--- src/hdl/tasc_pkg.sv ---
// tasc_pkg: word types, phase codes and control byte constants for the
// touch ADC scan sequencer. No dependencies.
package tasc_pkg;

    typedef struct packed {
        logic [1:0] op;
        logic       pen_down;
        logic [7:0] rx_byte;
    } tasc_in_t;

    typedef struct packed {
        logic [7:0]  tx_byte;
        logic        tx_valid;
        logic        chip_select_active;
        logic        done_res;
        logic [15:0] x_position;
        logic [15:0] y_position;
    } tasc_out_t;

    localparam logic [1:0] OP_START  = 2'd0;
    localparam logic [1:0] OP_RX     = 2'd1;
    localparam logic [1:0] OP_PWDN   = 2'd2;
    localparam logic [1:0] OP_UNUSED = 2'd3;

    localparam logic [0:0] REG_REF_MODE    = 1'd0;
    localparam logic [0:0] REG_MAX_SAMPLES = 1'd1;

    localparam logic [3:0] PH_IDLE     = 4'd0;
    localparam logic [3:0] PH_CTRL_X   = 4'd1;
    localparam logic [3:0] PH_HI_X     = 4'd2;
    localparam logic [3:0] PH_LO_X     = 4'd3;
    localparam logic [3:0] PH_HI_Y     = 4'd4;
    localparam logic [3:0] PH_LO_Y     = 4'd5;
    localparam logic [3:0] PH_DFR_ZERO = 4'd6;
    localparam logic [3:0] PH_PD_CTRL  = 4'd7;
    localparam logic [3:0] PH_FLUSH_A  = 4'd8;
    localparam logic [3:0] PH_FLUSH_B  = 4'd9;

    localparam logic [3:0]  CTRL_X_HI  = 4'b1001;
    localparam logic [3:0]  CTRL_Y_HI  = 4'b1101;
    localparam logic [3:0]  LO_DIFF    = 4'b0011;
    localparam logic [3:0]  LO_SINGLE  = 4'b0100;
    localparam logic [7:0]  CTRL_PWDN  = {CTRL_Y_HI, LO_SINGLE};
    localparam logic [15:0] NO_TOUCH   = 16'hffff;

endpackage

--- src/hdl/touch_adc_scan_sequencer.sv ---
// touch_adc_scan_sequencer: byte-level SPI scan sequencer for a resistive
// touch ADC, one result word per input word. Depends on tasc_pkg.
//
//  channel   direction  handshake           payload
//  s_        in         s_valid/s_ready     tasc_in_t   (op, pen_down, rx_byte)
//  m_        out        m_valid/m_ready     tasc_out_t  (tx, cs, done, x, y)
//  cfg_      in         cfg_valid/cfg_ready cfg_index, cfg_data
//
// One word per cycle while s_ready is high: the phase logic runs in the accepting
// cycle and the result lands in the output register, shown on m_ next cycle.
// s_ready is high while the output register is empty or being emptied.
// Synchronous active-low reset; cfg_ready is always high.
module touch_adc_scan_sequencer (
    input  logic                aclk,
    input  logic                aresetn,
    input  logic                s_valid,
    output logic                s_ready,
    input  tasc_pkg::tasc_in_t  s_data,
    output logic                m_valid,
    input  logic                m_ready,
    output tasc_pkg::tasc_out_t m_data,
    input  logic                cfg_valid,
    output logic                cfg_ready,
    input  logic [0:0]          cfg_index,
    input  logic [7:0]          cfg_data
);
    import tasc_pkg::*;

    logic        ref_mode_reg;
    logic [7:0]  max_samples_reg;
    logic [3:0]  phase_reg,     phase_next;
    logic [7:0]  count_reg,     count_next;
    logic [11:0] prev_reg,      prev_next;
    logic        prev_ok_reg,   prev_ok_next;
    logic [7:0]  high_reg,      high_next;
    logic [11:0] x_reg,         x_next;
    logic [11:0] y_reg,         y_next;
    logic        single_reg,    single_next;
    logic        out_valid_reg;
    tasc_out_t   out_reg,       out_next;

    logic        accept;
    logic [11:0] sample;
    logic [8:0]  cnt_inc;
    logic [8:0]  limit;
    logic        settled;
    logic [3:0]  nibble;

    assign s_ready   = !out_valid_reg || m_ready;
    assign accept    = s_valid && s_ready;
    assign cfg_ready = 1'b1;
    assign m_valid   = out_valid_reg;
    assign m_data    = out_reg;

    assign nibble  = single_reg ? LO_SINGLE : LO_DIFF;
    assign sample  = {high_reg, s_data.rx_byte[7:4]};
    assign cnt_inc = {1'b0, count_reg} + 9'd1;
    assign limit   = (max_samples_reg == 8'd0) ? 9'd1 : {1'b0, max_samples_reg};
    assign settled = (prev_ok_reg && prev_reg == sample) || (cnt_inc >= limit);

    always_comb begin
        phase_next   = phase_reg;
        count_next   = count_reg;
        prev_next    = prev_reg;
        prev_ok_next = prev_ok_reg;
        high_next    = high_reg;
        x_next       = x_reg;
        y_next       = y_reg;
        single_next  = single_reg;
        out_next     = '0;

        if (s_data.op != OP_RX) begin
            if (phase_reg != PH_IDLE || s_data.op == OP_UNUSED) begin
                out_next.chip_select_active = (phase_reg != PH_IDLE);
            end else if (s_data.op == OP_PWDN) begin
                phase_next                  = PH_PD_CTRL;
                out_next.tx_byte            = CTRL_PWDN;
                out_next.tx_valid           = 1'b1;
                out_next.chip_select_active = 1'b1;
            end else if (!s_data.pen_down) begin
                out_next.done_res   = 1'b1;
                out_next.x_position = NO_TOUCH;
                out_next.y_position = NO_TOUCH;
            end else begin
                single_next                 = ref_mode_reg;
                count_next                  = '0;
                prev_ok_next                = 1'b0;
                phase_next                  = PH_CTRL_X;
                out_next.tx_byte            = {CTRL_X_HI, ref_mode_reg ? LO_SINGLE : LO_DIFF};
                out_next.tx_valid           = 1'b1;
                out_next.chip_select_active = 1'b1;
            end
        end else begin
            out_next.tx_valid           = 1'b1;
            out_next.chip_select_active = 1'b1;
            case (phase_reg)
                PH_CTRL_X: begin
                    phase_next = PH_HI_X;
                end
                PH_HI_X: begin
                    high_next        = s_data.rx_byte;
                    phase_next       = PH_LO_X;
                    out_next.tx_byte = {CTRL_X_HI, nibble};
                end
                PH_HI_Y: begin
                    high_next        = s_data.rx_byte;
                    phase_next       = PH_LO_Y;
                    out_next.tx_byte = {CTRL_Y_HI, nibble};
                end
                PH_LO_X, PH_LO_Y: begin
                    prev_next    = sample;
                    prev_ok_next = 1'b1;
                    count_next   = cnt_inc[7:0];
                    if (!settled) begin
                        phase_next = phase_reg - 4'd1;
                    end else if (phase_reg == PH_LO_X) begin
                        x_next       = sample;
                        count_next   = '0;
                        prev_ok_next = 1'b0;
                        phase_next   = PH_HI_Y;
                    end else begin
                        y_next     = sample;
                        phase_next = single_reg ? PH_FLUSH_A : PH_DFR_ZERO;
                    end
                end
                PH_DFR_ZERO: begin
                    phase_next       = PH_PD_CTRL;
                    out_next.tx_byte = CTRL_PWDN;
                end
                PH_PD_CTRL: begin
                    phase_next = PH_FLUSH_A;
                end
                PH_FLUSH_A: begin
                    phase_next = PH_FLUSH_B;
                end
                PH_FLUSH_B: begin
                    phase_next                  = PH_IDLE;
                    out_next.tx_valid           = 1'b0;
                    out_next.chip_select_active = 1'b0;
                    out_next.done_res           = 1'b1;
                    out_next.x_position         = {4'd0, x_reg};
                    out_next.y_position         = {4'd0, y_reg};
                    x_next                      = '0;
                    y_next                      = '0;
                end
                default: begin
                    phase_next                  = PH_IDLE;
                    out_next.tx_valid           = 1'b0;
                    out_next.chip_select_active = 1'b0;
                end
            endcase
        end
    end

    always_ff @(posedge aclk) begin
        if (!aresetn) begin
            ref_mode_reg    <= 1'b0;
            max_samples_reg <= 8'd4;
            phase_reg       <= PH_IDLE;
            count_reg       <= '0;
            prev_reg        <= '0;
            prev_ok_reg     <= 1'b0;
            high_reg        <= '0;
            x_reg           <= '0;
            y_reg           <= '0;
            single_reg      <= 1'b0;
            out_valid_reg   <= 1'b0;
        end else begin
            if (cfg_valid) begin
                case (cfg_index)
                    REG_REF_MODE:    ref_mode_reg    <= cfg_data[0];
                    REG_MAX_SAMPLES: max_samples_reg <= cfg_data;
                    default:         ;
                endcase
            end
            if (accept) begin
                phase_reg   <= phase_next;
                count_reg   <= count_next;
                prev_reg    <= prev_next;
                prev_ok_reg <= prev_ok_next;
                high_reg    <= high_next;
                x_reg       <= x_next;
                y_reg       <= y_next;
                single_reg  <= single_next;
            end
            if (accept) begin
                out_valid_reg <= 1'b1;
            end else if (m_ready) begin
                out_valid_reg <= 1'b0;
            end
        end
    end

    always_ff @(posedge aclk) begin
        if (accept) begin
            out_reg <= out_next;
        end
    end

endmodule

--- config.mk ---
export PLATFORM = sky130hd
export DESIGN_NAME = touch_adc_scan_sequencer
export DESIGN_NICKNAME = d
export VERILOG_FILES = /design/src/hdl/tasc_pkg.sv /design/src/hdl/touch_adc_scan_sequencer.sv
export SDC_FILE = /design/constraint.sdc
export NUM_CORES = 1
export LEC_CHECK = 0
export BUFFER_PORTS_ARGS = -buffer_cell sky130_fd_sc_hd__buf_4
export CORE_UTILIZATION = 45
export DETAILED_ROUTE_END_ITERATION = 7
export GPL_ROUTABILITY_DRIVEN = 0
export PLACE_DENSITY = 0.63
export SKIP_CTS_REPAIR_TIMING = 1
export SLEW_MARGIN = 10
export SYNTH_ARGS = -nofsm -noshare
export SYNTH_HDL_FRONTEND = slang
export SYNTH_SLANG_ARGS = --single-unit
--- constraint.sdc ---
create_clock -name aclk -period 6.3 [get_ports aclk]
set_input_delay 0.315 -clock aclk [delete_from_list [all_inputs] [get_ports aclk]]
set_output_delay 0.315 -clock aclk [all_outputs]
set_load 0.02 [all_outputs]
==> impl_metrics.json <==
{
  "wl_per_cell_um": 14.0,
  "synth.distinct_cells": 60,
  "yosysMostFrequentCell": "nand2_1",
  "final_area_mm2": 0.00548,
  "dpl_cell_area_mm2": 0.00530,
  "hold_viol": 0,
  "vdd_ir_drop_max_uv": 96.3,
  "end_kind": "register",
  "max_cap_viol_count": 0,
  "grt-ovfl-total": 0,
  "outcome": "complete, no violations",
  "via_count": 3498,
  "drt_pass1_iterations": 4,
  "rows": 37,
  "critPathMaxFanout": 12,
  "placed_cells": 663,
  "required_ns": 6.51,
  "drtIter0Drc": 109,
  "clk_pin_slew_ns": 0.10,
  "stdcell_count": 679,
  "die_h_um": 106,
  "drive_gt1_frac": 0.179,
  "clk_latency_ns": 0.36,
  "setup_tns_ns": 0,
  "setup_ws_ns": 3.04,
  "skew_ns": 0.0153,
  "power_density_mw_per_mm2": 224,
  "clockBufferDepth": 2,
  "antenna_cells": 0,
  "p_leak_nw": 2.27,
  "netlist_area_mm2": 0.00483,
  "grt_pass1_vias": 3280,
  "root_buffer": "clkbuf_8",
  "post_drt_via_cell_ratio": 5.15,
  "place.port_buffers": 67,
  "start_util": 0.466,
  "rsz0062_at_grt": "no",
  "cts_sinks": 100,
  "grt_max_degree": 75,
  "largest_reg_flops": 32,
  "synth_commonest_cells": "nand2_1, dfxtp_1, edfxtp_1",
  "ys_ff_latch": 100,
  "layout.nets": 577,
  "syn_avg_cell_area_um2": 9.68,
  "fp.dieW_um": 106,
  "ys_seq_area_frac": 0.481,
  "fillers": 994,
  "tightest_slew_ns": 0.939,
  "yosysTopAreaCell": "dfxtp_1",
  "yosysWarnings": 0,
  "dpl.hpwl_um": 6770,
  "area_growth_pct": 13.4,
  "drc": 0,
  "synth.top_cell.area_share": 0.282,
  "hp-class": "input port to register",
  "clock.fmax_mhz": 307,
  "slew_viol_final": 0,
  "synth_cells": 499,
  "synth_edf_count": 32,
  "io_pins": 71,
  "startpoint_type": "register",
  "cts_buffers": 9,
  "grt_pass1_wl_um": 15700,
  "yosys-top-cells-area": "dfxtp_1, edfxtp_1, nand2_1",
  "critPathArrivalTime_ns": 3.47,
  "min_period_over_period": 0.517,
  "drtAntennaViolNets": 0,
  "power_mw": 1.23,
  "min_period_ns": 3.26,
  "grt_util_all_layers": 0.176,
  "htreeDepth": 3,
  "setup_viol_count_final": 0,
  "async_reset_ff_frac": 0,
  "coreArea_mm2": 0.0104,
  "synth-main-ff-cell": "dfxtp_1",
  "critPathKind": "register to register",
  "max_slew_margin": 0.372,
  "grt_antenna_before_repair": 0,
  "preCtsSetupSlack_ns": 3.04,
  "regArea_mm2": 0.00232,
  "multi_input_area_mm2": 0.00224,
  "cts_tree": "yes",
  "wl_um": 9490,
  "dieArea_mm2": 0.0111
}
[worst paths after layout]
path,start,endpoint,slack (ns),depth (start not counted)
setup / recovery,count_reg[0]$_SDFFE_PN0P_,x_reg[3]$_SDFFE_PN0P_,3.04,11
hold / removal,cfg_data[2],max_samples_reg[2]$_SDFFE_PN1P_,0.19,3
setup reg to reg,count_reg[0]$_SDFFE_PN0P_,x_reg[3]$_SDFFE_PN0P_,3.04,11
hold reg to reg,y_reg[8]$_SDFFE_PN0P_,y_reg[8]$_SDFFE_PN0P_,0.46,2
[layout make-up]
class,instances,area share
sequential,100,0.424
multi-input combinational,346,0.409
timing repair buffer,69,0.0946
tap,136,0.0311
clock buffer,9,0.0226
clock inverter,7,0.0103
inverter,12,0.00823
[report_power, final]
part	total [mW]	switching [mW]	internal (mW)
logic	0.152	0.0893	0.0629
clock network	0.378	0.229	0.149
registers	0.696	0.0123	0.684
total	1.23	0.330	0.896
[per-layer routing]
metal / wire length (um) / up-vias / track usage / part of all wire
li1: - / 1797 / - / -
met1: 4650 / 1604 / 0.242 / 0.49
met2: 4340 / 87 / 0.282 / 0.46
met3: 399 / 10 / 0.0272 / 0.042
met4: 109 / 0 / 0.0615 / 0.011
met5: 0 / - / 0 / 0
[kinds of logic after synthesis]
kind of cell / after synthesis / share of synthesized area
AND/OR/NAND/NOR: 175 / 0.173
AO/OA/AOI/OAI: 107 / 0.160
flip-flops: 100 / 0.481
buffers and inverters: 54 / 0.0560
multiplexers: 26 / 0.0542
XOR/XNOR: 21 / 0.0381
adder cells (fa/ha/maj): 14 / 0.0363
other: 2 / 0.00156
[layout by cell type, fill, tap and decap left out, types with 5 or more instances in the layout]
master	count
nand2_1	94
o21ai_0	9
a21boi_0	21
inv_1	12
o21a_1	27
mux2i_1	25
o22ai_1	13
nand3_1	15
dfxtp_1	68
nor2_1	16
xnor2_1	5
xor2_1	16
ha_1	14
buf_4	69
clkbuf_8	9
nor2b_1	14
edfxtp_1	32
a21oi_1	10
[metrics by stage]
stage	hold slack, ns	util
5_1_grt	0.193	0.528
4_1_cts	0.191	0.528
2_1_floorplan	0.438	-
3_5_place_dp	0.453	0.511
6_report	0.194	0.528
3_3_place_gp	0.452	0.511
[worst max-delay path, stage by stage (launching register included)]
cell,delay [ns]
dfxtp_1,0.42
ha_1,0.26
and4_1,0.24
nand2_1,0.10
xnor2_1,0.15
ha_1,0.31
and3_1,0.19
o2111ai_1,0.11
o211a_1,0.30
a31oi_2,0.20
nor3b_2,0.66
o22ai_1,0.16
No activity file was read; power rests on OpenSTA's default activity.
